$ cat src/rtl/core/ris_pkg.sv
`default_nettype none

package ris_pkg;

    // One stored record: 61 bits
    typedef struct packed {
        logic signed [31:0] id;
        logic [13:0]        year;
        logic [3:0]         month;
        logic [4:0]         day;
        logic [5:0]         tag;
    } t_rec;

    // Sort key codes
    typedef enum logic {
        KEY_ID   = 1'b0,
        KEY_DATE = 1'b1
    } t_key;

    // Per-cell load control, set by the chain controller
    typedef struct packed {
        logic take_new;   // latch the arriving record
        logic take_prev;  // shift up: latch the lower neighbor
        logic take_next;  // drain: latch the upper neighbor
    } t_cell_ctl;

    // Strict less-than under the selected key
    function automatic logic key_less(input t_rec a, input t_rec b, input t_key key);
        logic res;
        if (key == KEY_DATE) begin
            res = {a.year, a.month, a.day} < {b.year, b.month, b.day};
        end else begin
            res = a.id < b.id;
        end
        return res;
    endfunction

endpackage

`default_nettype wire

$ cat src/rtl/core/ris_cell.sv
`default_nettype none

module ris_cell (
    input  wire              i_clk,
    input  ris_pkg::t_cell_ctl i_ctl,
    input  ris_pkg::t_key    i_key,
    input  ris_pkg::t_rec    i_new,
    input  ris_pkg::t_rec    i_prev,
    input  ris_pkg::t_rec    i_next,
    output ris_pkg::t_rec    o_rec,
    output logic             o_new_less
);
    import ris_pkg::*;

    t_rec r_rec;

    // Arriving record sorts strictly below this entry
    assign o_new_less = key_less(i_new, r_rec, i_key);
    assign o_rec      = r_rec;

    // Entry register: insert, shift up on insert, shift down on drain
    always_ff @(posedge i_clk) begin
        if (i_ctl.take_new) begin
            r_rec <= i_new;
        end else if (i_ctl.take_prev) begin
            r_rec <= i_prev;
        end else if (i_ctl.take_next) begin
            r_rec <= i_next;
        end
    end

endmodule

`default_nettype wire

$ cat config.mk
export PLATFORM = sky130hd
export DESIGN_NAME = ris_cell
export DESIGN_NICKNAME = d
export VERILOG_FILES = /design/src/rtl/core/ris_pkg.sv /design/src/rtl/core/ris_cell.sv
export SDC_FILE = /design/constraint.sdc
export NUM_CORES = 1
export LEC_CHECK = 0
export BUFFER_PORTS_ARGS = -buffer_cell sky130_fd_sc_hd__buf_2
export CAP_MARGIN = 20
export CORE_MARGIN = 2
export CORE_UTILIZATION = 41
export DETAILED_ROUTE_END_ITERATION = 8
export PLACE_DENSITY = 0.84
export SKIP_LAST_GASP = 1
export SLEW_MARGIN = 10
export SYNTH_ARGS = -nofsm -noshare
export SYNTH_HDL_FRONTEND = slang
export SYNTH_SLANG_ARGS = --single-unit
$ cat constraint.sdc
create_clock -name i_clk -period 2.55 [get_ports i_clk]
set_input_delay 0.3825 -clock i_clk [delete_from_list [all_inputs] [get_ports i_clk]]
set_output_delay 0.3825 -clock i_clk [all_outputs]
set_load 0.02 [all_outputs]
==> flow_summary.yaml, run 1 <==
setup_path:
  cp_num_buf_inv: 2
  cp_slowest_cell: "edfxtp_1"
  path_cells: "inv_1 > ha_1 > a211oi_2 > o221a_1 > o31ai_2 > a2111o_1 > nand2_1 > buf_6"
  worst-path-max-fanout: 2
  required_ns: 2.17
  cp_top_family: "compound AO/OA/AOI/OAI gates"
  cpPeakStageDelay_ns: 0.39
  critical_path_class: "register to output pin"
  cp-end-kind: "output pin"
  cp-start-kind: "register"
  worst_ep_arrival_time_ns: 2.19
power_and_ir_drop:
  p_int_w: 0.00211
  power_frac_comb: 0.321
  total_power_w: 0.00312
  power_switching_w: 0.00101
  seqPwrFrac: 0.414
  p_clk_frac: 0.266
  p_leak_nw: 3.18
  ir_worst_vdd_v: 0.000295
  switching_share: 0.324
  p_per_area_mw_per_mm2: 513
floorplanning:
  die_area_mm2: 0.0117
  pin_count: 250
  die_h_um: 108
  start_util: 0.426
  fp.dieW_um: 108
  core-area_mm2: 0.0104
  placementRows: 37
cells_and_area:
  area_growth_pct: 37.3
  antenna_cells: 0
  largest_reg_flops: 61
  fill_cells: 959
  postLayoutCoreUtil: 0.585
  nets: 945
  layout-drive-gt1-share: 0.402
  final_cell_area_mm2: 0.00609
routing:
  first_pass_iters: 4
  drc: 0
  ant_nets: 0
  vias: 4233
  post_drt_wl_per_cell_um: 14.4
  drt_iter0_markers: 144
  routed_wl_um: 12200
  viasPerCell: 5.01
synthesis:
  syn_area_mm2: 0.00444
  synthAdderAreaFrac: 0.149
  syn-num-nets: 698
  synth_xor_area_frac: 0
  synthTopCellsByArea: "edfxtp_1, ha_1, mux2i_1"
  synthCells: 457
  yosysUniqueCellTypes: 34
  syn_avg_cell_area_um2: 9.71
  yosys.area_share.simple: 0.0972
  synth_top_cell_by_area: "edfxtp_1"
  synth_top_family_by_area: "adder cells"
  ys_seq_area_frac: 0.413
  ys_warn_count: 0
  synth.area.mux_share: 0.138
  synth_top_area_frac: 0.413
  synth-compound-area-share: 0.137
  ys_ff_latch: 61
placement:
  dp_hpwl_um: 9730
  port_buffers: 249
  gp_congestion: 0.837
  placed_area_mm2: 0.00583
clock_network:
  clockBufferDepth: 2
  cts_buffers: 9
  root_buffer: "clkbuf_8"
  tritoncts: "done"
  clkTransAtPathRegs_ns: 0.07
  h-tree-depth: 3
  cts.sink_count: 61
  hold_buffers: 0
sta:
  rsz0062_at_grt: "true"
  max_slew_margin: 0.665
  slew_viol_final: 0
  finalHoldViolations: 0
  tightest_slew_ns: 0.503
  fin_ws_ns: -0.0185
  setup_viol: 1
  finalCritPeriodShare: 1.01
  period_needed_ns: 2.57
  max_freq_mhz: 389
global_routing:
  grt_max_degree: 123
  grt_pass1_wl_um: 19100
  gr-usage-all-layers: 0.210
  grt_remaining_overflow: 0
  grt_antenna_before_repair: 0
  first_global_vias: 4227
job:
  drv_cap: 0
min_path:
  hp-class: "primary input to register"
outcome:
  violations: "negative setup slack"
  status: "finished, violations left"
path summary, 6_finish.rpt:
path	startpoint	endpoint	slack, ns	cells past startpoint
max	o_rec[33]	o_new_less	-0.02	8
min	i_new[1]	o_rec[1]	0.32	3
Yosys cell counts:
master     count
nor3_1         2
buf_2          6
nand2b_1       2
or3_1          1
o31ai_1        2
nand3_1        2
nand4_1        9
o211ai_1       2
a2111o_1       1
a31oi_1        1
o21ai_1        3
mux2i_1       61
a221oi_2       1
o2111ai_1      1
o221ai_1       1
o21ai_0       63
nand2b_4       1
o21a_1         3
a211oi_1       4
a32oi_1        1
a21oi_1       18
o221a_1        1
ha_1          53
nand3b_1       1
nand2_1       74
nor2_1         6
clkbuf_1      14
a21o_1         2
inv_1         56
a211oi_2       1
a2111oi_0      1
nor4_1         1
edfxtp_1      61
and4_1         1
routing by layer:
layer,up-vias,track usage,routed length (um)
met5,-,0,0
met4,0,0.0559,196
met3,19,0.0512,950
met2,157,0.402,6420
met1,1920,0.231,4640
li1,2137,-,-
cell usage in the layout, fill, tap and decap left out, types with 4 or more instances in the layout:
master	count
buf_2	246
nand2_1	74
o21ai_0	62
mux2i_1	61
edfxtp_1	61
inv_1	55
ha_1	51
a21oi_1	16
nand4_1	9
clkbuf_8	9
buf_4	8
nor2_1	5
a211oi_2	4
o21ai_1	4
clkinv_2	4
cell type report:
type,instances,area [um2],share of cell area
clock buffers,10,128,0.0209
clock inverters,6,53.8,0.00883
inverters,56,210,0.0345
multi-input cells,320,2380,0.390
flip-flops and latches,61,1830,0.301
well taps,136,170,0.0279
repair buffers,256,1320,0.217
power by group through the flow:
| stage | Sequential, W | Combinational, W | Clock (W) |
|---|---|---|---|
| finish | 0.00129 | 0.00100 | 0.000830 |
| global route | 0.00131 | 0.00112 | 0.000898 |
| CTS | 0.00129 | 0.00100 | 0.000856 |
| detailed placement | 0.00131 | 0.000971 | 0 |
| global placement | 0.00130 | 0.000953 | 0 |
| floorplan | 0.00146 | 0.000423 | 0 |
cell families after synthesis:
kind of cell / Yosys count
compound gates: 106
fa+ha+maj: 53
buf+inv: 76
flops: 61
mux: 61
simple gates: 100
metrics by stage:
stage                     worst slack, ns  hold WS (ns)  TNS (ns)  cells
after floorplan                     0.117         0.570         0    457
after global placement             0.0624         0.664         0    827
after detailed placement            0.104         0.667         0    827
after CTS                         -0.0284         0.307   -0.0284    845
after global routing               -0.162         0.323    -0.162    845
final                             -0.0185         0.322   -0.0185    845
repair_timing:
item,4_1_cts,5_1_grt
pin swaps,7,2
endpoints found under the setup margin,1,1
setup buffers,2,0
endpoints found under the hold margin,0,0
gates resized for setup,10,5
Power figures use the tool's default switching activity.
==> inputs of run 2 (changes only) <==
- CORE_ASPECT_RATIO: not set -> 1.1
- SETUP_SLACK_MARGIN: not set -> 0.05
==> flow_summary.yaml, run 2 (synthesized netlist as in run 1, its figures left out) <==
outcome:
  status: "finished clean"
job:
  drv_cap: 0
setup_path:
  worst_ep_arrival_time_ns: 2.16
  cp-start-kind: "register"
  critical_path_class: "register to output pin"
  critPathLaunch: "o_rec[52]"
  worst-path-max-fanout: 3
  required_ns: 2.17
  cp-end-kind: "output pin"
power_and_ir_drop:
  p_leak_nw: 3.23
  ir_worst_vdd_v: 0.000386
  p_per_area_mw_per_mm2: 542
clock_network:
  clkTransAtPathRegs_ns: 0.05
  tritoncts: "done"
  root_buffer: "clkbuf_16"
  clockBufferDepth: 2
  cts.sink_count: 61
  hold_buffers: 0
  h-tree-depth: 3
  cts_buffers: 9
sta:
  setup_viol: 0
  slew_viol_final: 0
  max_freq_mhz: 394
  finalHoldViolations: 0
  max_slew_margin: 0.678
  holdWs_ns: 0.334
  finalCritPeriodShare: 0.995
  rsz0062_at_grt: "true"
  period_needed_ns: 2.54
  tightest_slew_ns: 0.483
routing:
  viasPerCell: 4.88
  first_pass_iters: 4
  drc: 0
  vias: 4184
  routed_wl_um: 12300
  drt_iter0_markers: 123
  post_drt_wl_per_cell_um: 14.4
  ant_nets: 0
min_path:
  min_from: "i_new[5]"
  hp-class: "primary input to register"
cells_and_area:
  layout-drive-gt1-share: 0.415
  layout_common_cells: "buf_2, nand2_1, o21ai_0"
  final_cells: 857
  antenna_cells: 0
  nets: 951
  fill_cells: 924
  final_common_cell: "buf_2"
  largest_reg_flops: 61
  area_growth_pct: 40.9
placement:
  dp_hpwl_um: 9710
  gp_congestion: 0.844
  port_buffers: 249
  placed_cells: 834
floorplanning:
  placementRows: 39
  start_util: 0.423
  die_h_um: 113
  pin_count: 250
  core-area_mm2: 0.0105
  fp.dieW_um: 103
  die_area_mm2: 0.0117
global_routing:
  grt_pass1_wl_um: 18500
  grt_antenna_before_repair: 0
  gr-usage-all-layers: 0.205
  first_global_vias: 3934
  grt_max_degree: 62
  grt_remaining_overflow: 0
## run 2: cell count changes in the layout (fill, tap and decap cells not counted), moves of 3 or more
| cell | delta |
|---|---|
| clkbuf_16 | +9 |
| a21oi_2 | +3 |
| buf_4 | +6 |
| clkbuf_8 | -9 |
| a21oi_1 | -3 |
## run 2: metrics by stage
stage | power, W | area, um2 | setup TNS [ns] | util | setup slack (ns)
after floorplan | 0.00189 | 4440 | 0 | - | 0.117
after global placement | 0.00226 | 5840 | 0 | 0.556 | 0.174
after detailed placement | 0.00229 | 5840 | 0 | 0.556 | 0.136
after CTS | 0.00339 | 6190 | 0 | 0.590 | 0.0103
after global routing | 0.00359 | 6260 | -0.0811 | 0.596 | -0.0811
final | 0.00339 | 6260 | 0 | 0.596 | 0.0122
## run 2: repair_timing
| item | in CTS | in global routing |
|---|---|---|
| resized for setup | 17 | 6 |
| pin swaps | 9 | 8 |
| buffers inserted | 3 | 5 |
| endpoints found under the setup margin | 1 | 1 |
## run 2: cell type report
type,instances,area (um2),area share
timing repair buffer,262,1370,0.219
clock buffer,12,236,0.0378
clock inverter,3,13.8,0.00220
multi-input combinational,320,2420,0.386
tap,143,179,0.0286
inverter,56,210,0.0336
sequential,61,1830,0.293
## run 2: path summary, 6_finish.rpt
path / end / slack [ns] / depth (start not counted)
max: o_new_less / 0.01 / 9
min: o_rec[5] / 0.33 / 3
## run 2: power by group
group | leakage, nW | switching [W] | total [W] | internal (W)
sequential | 0.645 | 0.0000533 | 0.00130 | 0.00124
clock | 0.124 | 0.000416 | 0.00106 | 0.000645
combinational | 2.46 | 0.000584 | 0.00104 | 0.000452
total | 3.23 | 0.00105 | 0.00339 | 0.00234
## run 2: critical path: stages (launching register included)
cell,delay [ns]
edfxtp_1,0.40
inv_1,0.07
ha_1,0.24
a21oi_1,0.13
o21ai_1,0.09
a211oi_1,0.24
o211ai_1,0.16
a2111o_1,0.30
nand2_1,0.07
buf_6,0.12
## run 2: metal layers
layer / vias to the layer above / track usage / part of all wire
li1: 2149 / - / -
met1: 1849 / 0.235 / 0.41
met2: 174 / 0.373 / 0.51
met3: 12 / 0.0482 / 0.072
met4: 0 / 0.0623 / 0.015
met5: - / 0 / 0
